**src/sv/button_debounce_long_press_assert.svh**
```systemverilog
// Assertion helpers shared by the button debounce RTL.
`ifndef BUTTON_DEBOUNCE_LONG_PRESS_ASSERT_SVH
`define BUTTON_DEBOUNCE_LONG_PRESS_ASSERT_SVH

// Check a property on every clock edge outside reset.
`define BDLP_ASSERT(label, prop, msg) \
  label: assert property (@(posedge clk_i) disable iff (!rst_ni) (prop)) else $error(msg);

// Check that a condition on one edge is followed by another on the next edge.
`define BDLP_ASSERT_NEXT(label, ante, cons, msg) \
  label: assert property (@(posedge clk_i) disable iff (!rst_ni) (ante) |=> (cons)) \
    else $error(msg);

`endif

```
**src/sv/bdlp_pkg.sv**
```systemverilog
`timescale 1ns / 1ps

package bdlp_pkg;

  localparam int NUM_BUTTONS  = 7;
  localparam int TIME_BITS    = 16;
  localparam int FIELD_COUNT  = 7;
  localparam int CENTER_POS   = 4;
  localparam int CFG_BITS     = 16;
  localparam int CFG_ADDR_BITS = 2;

  localparam logic [CFG_BITS-1:0] DEBOUNCE_RESET   = CFG_BITS'(50);
  localparam logic [CFG_BITS-1:0] LONG_PRESS_RESET = CFG_BITS'(1000);

  typedef enum logic [CFG_ADDR_BITS-1:0] {
    REG_DEBOUNCE   = 2'd0,
    REG_LONG_PRESS = 2'd1
  } cfg_reg_e;

  // Accepted level change of one button in the current tick.
  typedef struct packed {
    logic press;
    logic release_seen;
  } evt_t;

  // Saturating increment of a time counter.
  function automatic logic [TIME_BITS-1:0] sat_inc(input logic [TIME_BITS-1:0] v);
    return (&v) ? v : v + TIME_BITS'(1);
  endfunction

  // Unsigned compare a > b across a time counter and a threshold register.
  function automatic logic time_gt(input logic [TIME_BITS-1:0] a,
                                   input logic [CFG_BITS-1:0] b);
    return 33'(a) > 33'(b);
  endfunction

endpackage

```
**src/sv/button_debounce_long_press.sv**
```systemverilog
`timescale 1ns / 1ps
// A result item is registered and presented in the cycle after its tick item is accepted.
// Throughput: one item per cycle while out_ready_i is high; the output register frees as it is taken,
// so a new item is accepted in the same cycle that the previous result leaves.
// Reset (rst_ni low, asynchronous): buttons read as released, all counters clear,
// thresholds return to 50 and 1000 ticks, and no result is pending.

`include "button_debounce_long_press_assert.svh"

module button_debounce_long_press (
  input  logic                               clk_i,
  input  logic                               rst_ni,
  // configuration write port
  input  logic                               cfg_we_i,
  input  logic [bdlp_pkg::CFG_ADDR_BITS-1:0] cfg_addr_i,
  input  logic [bdlp_pkg::CFG_BITS-1:0]      cfg_wdata_i,
  // tick item
  input  logic                               in_valid_i,
  output logic                               in_ready_o,
  input  logic                               level_up_i,
  input  logic                               level_down_i,
  input  logic                               level_left_i,
  input  logic                               level_right_i,
  input  logic                               level_center_i,
  input  logic                               level_vol_up_i,
  input  logic                               level_vol_down_i,
  // result item
  output logic                               out_valid_o,
  input  logic                               out_ready_i,
  output logic                               press_up_o,
  output logic                               press_down_o,
  output logic                               press_left_o,
  output logic                               press_right_o,
  output logic                               press_vol_up_o,
  output logic                               press_vol_down_o,
  output logic                               center_short_press_o,
  output logic                               center_long_held_o
);

  localparam int OUT_COUNT = 8;

  // Slots of the result vector.
  localparam int SLOT_UP    = 0;
  localparam int SLOT_DOWN  = 1;
  localparam int SLOT_LEFT  = 2;
  localparam int SLOT_RIGHT = 3;
  localparam int SLOT_VUP   = 4;
  localparam int SLOT_VDOWN = 5;
  localparam int SLOT_SHORT = 6;
  localparam int SLOT_LONG  = 7;

  // Threshold registers.
  logic [bdlp_pkg::CFG_BITS-1:0] debounce_q;
  logic [bdlp_pkg::CFG_BITS-1:0] long_press_q;

  // Centre press timing.
  logic [bdlp_pkg::TIME_BITS-1:0] held_q;
  logic [bdlp_pkg::TIME_BITS-1:0] held_d;
  logic [bdlp_pkg::TIME_BITS-1:0] held_inc;
  logic                           center_held_q;
  logic                           center_held_d;

  // Output register.
  logic                 out_valid_q;
  logic [OUT_COUNT-1:0] result_q;
  logic [OUT_COUNT-1:0] result_d;

  logic                                   tick;
  logic [bdlp_pkg::FIELD_COUNT-1:0]       level;
  bdlp_pkg::evt_t [bdlp_pkg::FIELD_COUNT-1:0] evt;

  // Accept a tick whenever the output register is empty or being emptied.
  assign in_ready_o = !out_valid_q || out_ready_i;
  assign tick       = in_valid_i && in_ready_o;

  assign level = {level_vol_down_i, level_vol_up_i, level_center_i, level_right_i,
                  level_left_i, level_down_i, level_up_i};

  // One debounce cell per fitted button; absent buttons never report a change.
  for (genvar b = 0; b < bdlp_pkg::FIELD_COUNT; b++) begin : g_btn
    if (b < bdlp_pkg::NUM_BUTTONS) begin : g_cell
      bdlp_debounce u_debounce (
        .clk_i            (clk_i),
        .rst_ni           (rst_ni),
        .tick_i           (tick),
        .level_i          (level[b]),
        .debounce_ticks_i (debounce_q),
        .evt_o            (evt[b])
      );
    end else begin : g_absent
      assign evt[b] = '0;
    end
  end

  // Held time counts every tick; an accepted centre press restarts it.
  // The short-press decision sees the count after this tick's increment.
  assign held_inc = bdlp_pkg::sat_inc(held_q);

  always_comb begin
    held_d        = held_inc;
    center_held_d = center_held_q;
    if (evt[bdlp_pkg::CENTER_POS].press) begin
      held_d        = '0;
      center_held_d = 1'b1;
    end else if (evt[bdlp_pkg::CENTER_POS].release_seen) begin
      center_held_d = 1'b0;
    end
  end

  always_comb begin
    result_d             = '0;
    result_d[SLOT_UP]    = evt[0].press;
    result_d[SLOT_DOWN]  = evt[1].press;
    result_d[SLOT_LEFT]  = evt[2].press;
    result_d[SLOT_RIGHT] = evt[3].press;
    result_d[SLOT_VUP]   = evt[5].press;
    result_d[SLOT_VDOWN] = evt[6].press;
    result_d[SLOT_SHORT] = evt[bdlp_pkg::CENTER_POS].release_seen &&
                           !bdlp_pkg::time_gt(held_inc, long_press_q) &&
                           (33'(held_inc) != 33'(long_press_q));
    // Long-held status comes from the state as it stands after this tick.
    result_d[SLOT_LONG]  = center_held_d &&
                           !bdlp_pkg::time_gt(long_press_q, held_d);
  end

  // Configuration writes; indexes beyond the list are dropped.
  always_ff @(posedge clk_i or negedge rst_ni) begin
    if (!rst_ni) begin
      debounce_q   <= bdlp_pkg::DEBOUNCE_RESET;
      long_press_q <= bdlp_pkg::LONG_PRESS_RESET;
    end else if (cfg_we_i) begin
      case (cfg_addr_i)
        bdlp_pkg::REG_DEBOUNCE:   debounce_q   <= cfg_wdata_i;
        bdlp_pkg::REG_LONG_PRESS: long_press_q <= cfg_wdata_i;
        default: begin
        end
      endcase
    end
  end

  // Advance centre timing on each accepted tick.
  always_ff @(posedge clk_i or negedge rst_ni) begin
    if (!rst_ni) begin
      held_q        <= '0;
      center_held_q <= 1'b0;
    end else if (tick) begin
      held_q        <= held_d;
      center_held_q <= center_held_d;
    end
  end

  // Hold the result until it is taken.
  always_ff @(posedge clk_i or negedge rst_ni) begin
    if (!rst_ni) begin
      out_valid_q <= 1'b0;
    end else if (tick) begin
      out_valid_q <= 1'b1;
    end else if (out_ready_i) begin
      out_valid_q <= 1'b0;
    end
  end

  always_ff @(posedge clk_i) begin
    if (tick) begin
      result_q <= result_d;
    end
  end

  assign out_valid_o          = out_valid_q;
  assign press_up_o           = result_q[SLOT_UP];
  assign press_down_o         = result_q[SLOT_DOWN];
  assign press_left_o         = result_q[SLOT_LEFT];
  assign press_right_o        = result_q[SLOT_RIGHT];
  assign press_vol_up_o       = result_q[SLOT_VUP];
  assign press_vol_down_o     = result_q[SLOT_VDOWN];
  assign center_short_press_o = result_q[SLOT_SHORT];
  assign center_long_held_o   = result_q[SLOT_LONG];

  // A short press ends the hold, so it never coincides with the long status.
  `BDLP_ASSERT(a_short_long_excl, !(out_valid_q && result_q[SLOT_SHORT] && result_q[SLOT_LONG]), "short press and long hold together")
  // An empty output register always takes a tick.
  `BDLP_ASSERT(a_ready_when_empty, out_valid_q || in_ready_o, "ready low with empty output")
  // Every accepted tick leaves a result pending.
  `BDLP_ASSERT_NEXT(a_tick_gives_result, tick, out_valid_q, "accepted tick lost its result")
  // A long hold is only reported while the centre is held.
  `BDLP_ASSERT(a_long_needs_hold, !(out_valid_q && result_q[SLOT_LONG]) || center_held_q, "long hold without centre held")

endmodule

```
**src/sv/bdlp_debounce.sv**
```systemverilog
`timescale 1ns / 1ps

module bdlp_debounce (
  input  logic                          clk_i,
  input  logic                          rst_ni,
  input  logic                          tick_i,
  input  logic                          level_i,
  input  logic [bdlp_pkg::CFG_BITS-1:0] debounce_ticks_i,
  output bdlp_pkg::evt_t                evt_o
);

  logic                           raw_prev_q;
  logic                           stable_q;
  logic [bdlp_pkg::TIME_BITS-1:0] quiet_q;
  logic [bdlp_pkg::TIME_BITS-1:0] quiet_d;
  logic                           settled;

  // restart quiet time on any raw change, else count up and saturate
  assign quiet_d = (level_i != raw_prev_q) ? '0 : bdlp_pkg::sat_inc(quiet_q);
  assign settled = bdlp_pkg::time_gt(quiet_d, debounce_ticks_i);

  assign evt_o.press        = settled && !level_i && stable_q;
  assign evt_o.release_seen = settled && level_i && !stable_q;

  always_ff @(posedge clk_i or negedge rst_ni) begin
    if (!rst_ni) begin
      raw_prev_q <= 1'b1;
      stable_q   <= 1'b1;
      quiet_q    <= '0;
    end else if (tick_i) begin
      raw_prev_q <= level_i;
      quiet_q    <= quiet_d;
      if (settled) begin
        stable_q <= level_i;
      end
    end
  end

endmodule
```
**config.mk**
```make
export PLATFORM = sky130hd
export DESIGN_NAME = button_debounce_long_press
export DESIGN_NICKNAME = d
export VERILOG_FILES = /design/src/sv/bdlp_pkg.sv /design/src/sv/button_debounce_long_press.sv /design/src/sv/bdlp_debounce.sv
export VERILOG_INCLUDE_DIRS = /design/src /design/src/sv
export SDC_FILE = /design/constraint.sdc
export NUM_CORES = 1
export LEC_CHECK = 0
export BUFFER_PORTS_ARGS = -buffer_cell sky130_fd_sc_hd__buf_2
export CAP_MARGIN = 20
export CORE_MARGIN = 4
export CORE_UTILIZATION = 25
export DETAILED_ROUTE_END_ITERATION = 6
export PLACE_DENSITY = 0.42
export SLEW_MARGIN = 30
export SYNTH_ARGS = -nofsm -noshare
export SYNTH_HDL_FRONTEND = slang
export SYNTH_HIERARCHICAL = 1
export SYNTH_SLANG_ARGS = --single-unit
```
**constraint.sdc**
```tcl
create_clock -name clk_i -period 6.56 [get_ports clk_i]
set_clock_uncertainty 0.15 [all_clocks]
set_input_delay 0.984 -clock clk_i [delete_from_list [all_inputs] [get_ports clk_i]]
set_output_delay 0.984 -clock clk_i [all_outputs]
set_load 0.02 [all_outputs]
```
==> flow_summary.json <==
{
  "grt_pass1_vias": 12921,
  "fin_setup_tns_ns": 0,
  "die_w_um": 259,
  "areaGrowthSynthToFinish_pct": 11.5,
  "top_usage_layer": "met2",
  "start_util_pct": 25.4,
  "insertion_delay_ns": 0.50,
  "multi_input_area_um2": 10300,
  "htreeDepth": 4,
  "cp-start-kind": "flop",
  "drv_cap": 0,
  "dpl.hpwl_mm": 32.9,
  "antenna_found_initial": 0,
  "tritoncts": "built",
  "hold_buffers": 0,
  "grt_pass1_wl_mm": 73.3,
  "ys.warnings.count": 6,
  "syn_area_per_cell_um2": 8.82,
  "r2r_cells": 19,
  "r2r_end": "result_q[7]$_DFFE_PP_",
  "regArea_um2": 4670,
  "nFillCells": 6673,
  "cp_cell_sequence": "ha_1 > nand3_2 > nor3_4 > nand2_2 > a31o_2 > nor2_1 > ha_1 > nand4_1 > nor4_1 > a21bo_2 > a31oi_1 > and3b_1 > nand2b_1 > ha_1 > nand4_1 > nor3_1 > nand4_1 > a21oi_1 > o32ai_1",
  "setup_viol": 0,
  "cts-resized-gates": 0,
  "grt_max_degree": 90,
  "totalPowerFinal_mw": 3.95,
  "relSlewSlack_pct": 42.0,
  "hold_class": "flop to flop",
  "grt_usage_pct": 13.8,
  "die_area_um2": 67200,
  "ios": 40,
  "use_met2_pct": 22.1,
  "core-area_um2": 62200,
  "route.detailed.drc": 0,
  "hold_violations": 0,
  "required_ns": 6.64,
  "fmax_mhz": 181,
  "synth_area_um2": 15800,
  "path_depth": 19,
  "p_leak_nw": 7.97,
  "ir_worst_vdd_uv": 117,
  "routabilityCongestion": 0.805,
  "critPathMaxStageDelay_ns": 0.72,
  "critPathTopFamily": "simple AND/OR/NAND/NOR gates",
  "fin_hold_ws_ns": 0.338,
  "worst_pin_slew_ns": 0.867,
  "std_cell_rows": 91,
  "syn-num-nets": 1973,
  "power_density_nw_per_um2": 224,
  "use_met1_pct": 19.2,
  "use_met3_pct": 2.25,
  "numPortBuffers": 39,
  "fin_crit_ns": 5.54,
  "dr.pass1.iters": 5,
  "post-route-period-util_pct": 84.4,
  "critPathLaunch": "g_btn[4].g_cell.u_debounce/quiet_q[0]$_DFFE_PN0P_",
  "totalWireLength_mm": 45.6,
  "slew_violations": 0,
  "vias_per_cell": 4.91,
  "setup_slack_ns": 1.02,
  "cp_num_buf_inv": 0,
  "path_max_fanout": 24,
  "post_cts_buffers": 0,
  "crit_end": "result_q[7]$_DFFE_PP_",
  "cts_buffers": 17,
  "diodes": 0,
  "cts_root_buffer": "clkbuf_16",
  "grt_setup_unrepaired": "false",
  "wl_per_cell_um": 17.1,
  "crit_slowest_cell": "and3b_1",
  "detail_route.iter0.violations": 659,
  "fp.dieH_um": 259,
  "drive_above_1_share_pct": 15.6,
  "endpoint_kind": "flop",
  "rr_startpoint": "g_btn[4].g_cell.u_debounce/quiet_q[0]$_DFFE_PN0P_",
  "post-route-util_pct": 28.3,
  "arrival_ns": 5.62,
  "ff2ff_setup_slack_ns": 1.02,
  "status": "finished, final reports clean",
  "nets": 2003,
  "cts.sinks": 184,
  "critPathKind": "flop to flop",
  "synth_cells": 1791,
  "final_antenna_net_count": 0,
  "clk_pin_slew_ns": 0.08,
  "dr_total_vias": 13122,
  "cts_buffer_depth": 2,
  "grt_overflow": 0,
  "dp_slack_ns": 1.06
}
==> per-stage QoR <==
step / std cells / area [um^2]
2_1_floorplan: 1791 / 15800
3_3_place_gp: 2639 / 17000
3_5_place_dp: 2639 / 17000
4_1_cts: 2671 / 17600
5_1_grt: 2671 / 17600
6_report: 2671 / 17600
==> layout by cell type, fill, tap and decap left out, types with 9 or more instances in the layout <==
| cell type | instances |
|---|---|
| nor3_1 | 50 |
| nand4_1 | 23 |
| nand3_2 | 22 |
| nor4_1 | 11 |
| and4_1 | 10 |
| o21a_1 | 29 |
| a211oi_1 | 23 |
| or2_4 | 14 |
| nor2_1 | 185 |
| o21ai_0 | 81 |
| clkbuf_16 | 17 |
| dfstp_2 | 23 |
| dfrtp_1 | 153 |
| xnor2_1 | 85 |
| mux2_2 | 46 |
| xor2_1 | 9 |
| buf_2 | 38 |
| a22o_1 | 28 |
| buf_4 | 18 |
| a21oi_1 | 140 |
| nand4_4 | 9 |
| nor3_4 | 14 |
| nor2b_1 | 10 |
| a21o_1 | 27 |
| ha_1 | 152 |
| nand2_1 | 125 |
| a31oi_1 | 47 |
| and3_1 | 18 |
| nand3_1 | 31 |
| nand2b_1 | 16 |
| nor4_4 | 16 |
| inv_1 | 168 |
==> worst min-delay path by stage <==
stage	from	end	slack, ns	cells past startpoint
6_report	center_held_q$_DFFE_PN0P_	center_held_q$_DFFE_PN0P_	0.34	1
5_1_grt	center_held_q$_DFFE_PN0P_	center_held_q$_DFFE_PN0P_	0.40	1
4_1_cts	center_held_q$_DFFE_PN0P_	center_held_q$_DFFE_PN0P_	0.35	1
3_5_place_dp	center_held_q$_DFFE_PN0P_	center_held_q$_DFFE_PN0P_	0.32	1
3_3_place_gp	center_held_q$_DFFE_PN0P_	center_held_q$_DFFE_PN0P_	0.31	1
2_1_floorplan	center_held_q$_DFFE_PN0P_	center_held_q$_DFFE_PN0P_	0.30	1
==> per-layer routing <==
metal,routed length (um),share of wire [%],vias up
met4,745,1.6,0
met3,1310,2.9,35
met1,22900,50,6377
li1,-,-,6561
met2,20600,45,149
met5,0,0,-
==> state kept, by name, indices dropped and copies added (netlist names) <==
name / flops
result_q: 8
g_btn.g_cell.u_debounce/quiet_q: 112
g_btn.g_cell.u_debounce/stable_q: 7
out_valid_o: 1
debounce_q: 16
g_btn.g_cell.u_debounce/raw_prev_q: 7
long_press_q: 16
center_held_q: 1
held_q: 16
==> report_power, final <==
group / internal [mW] / leakage, nW / total (mW) / switching (mW)
combinational: 0.531 / 5.35 / 1.29 / 0.760
clock: 0.576 / 0.295 / 1.12 / 0.540
sequential: 1.29 / 2.33 / 1.54 / 0.247
==> layout make-up <==
| cell class | count | area share [%] |
|---|---|---|
| Clock buffer | 17 | 2.42 |
| Clock inverter | 15 | 1.04 |
| Inverter | 169 | 3.62 |
| Multi-Input combinational cell | 1391 | 58.5 |
| Sequential cell | 184 | 26.5 |
| Tap cell | 837 | 5.95 |
| Timing Repair Buffer | 58 | 1.99 |
No activity file was read; power rests on OpenSTA's default activity.
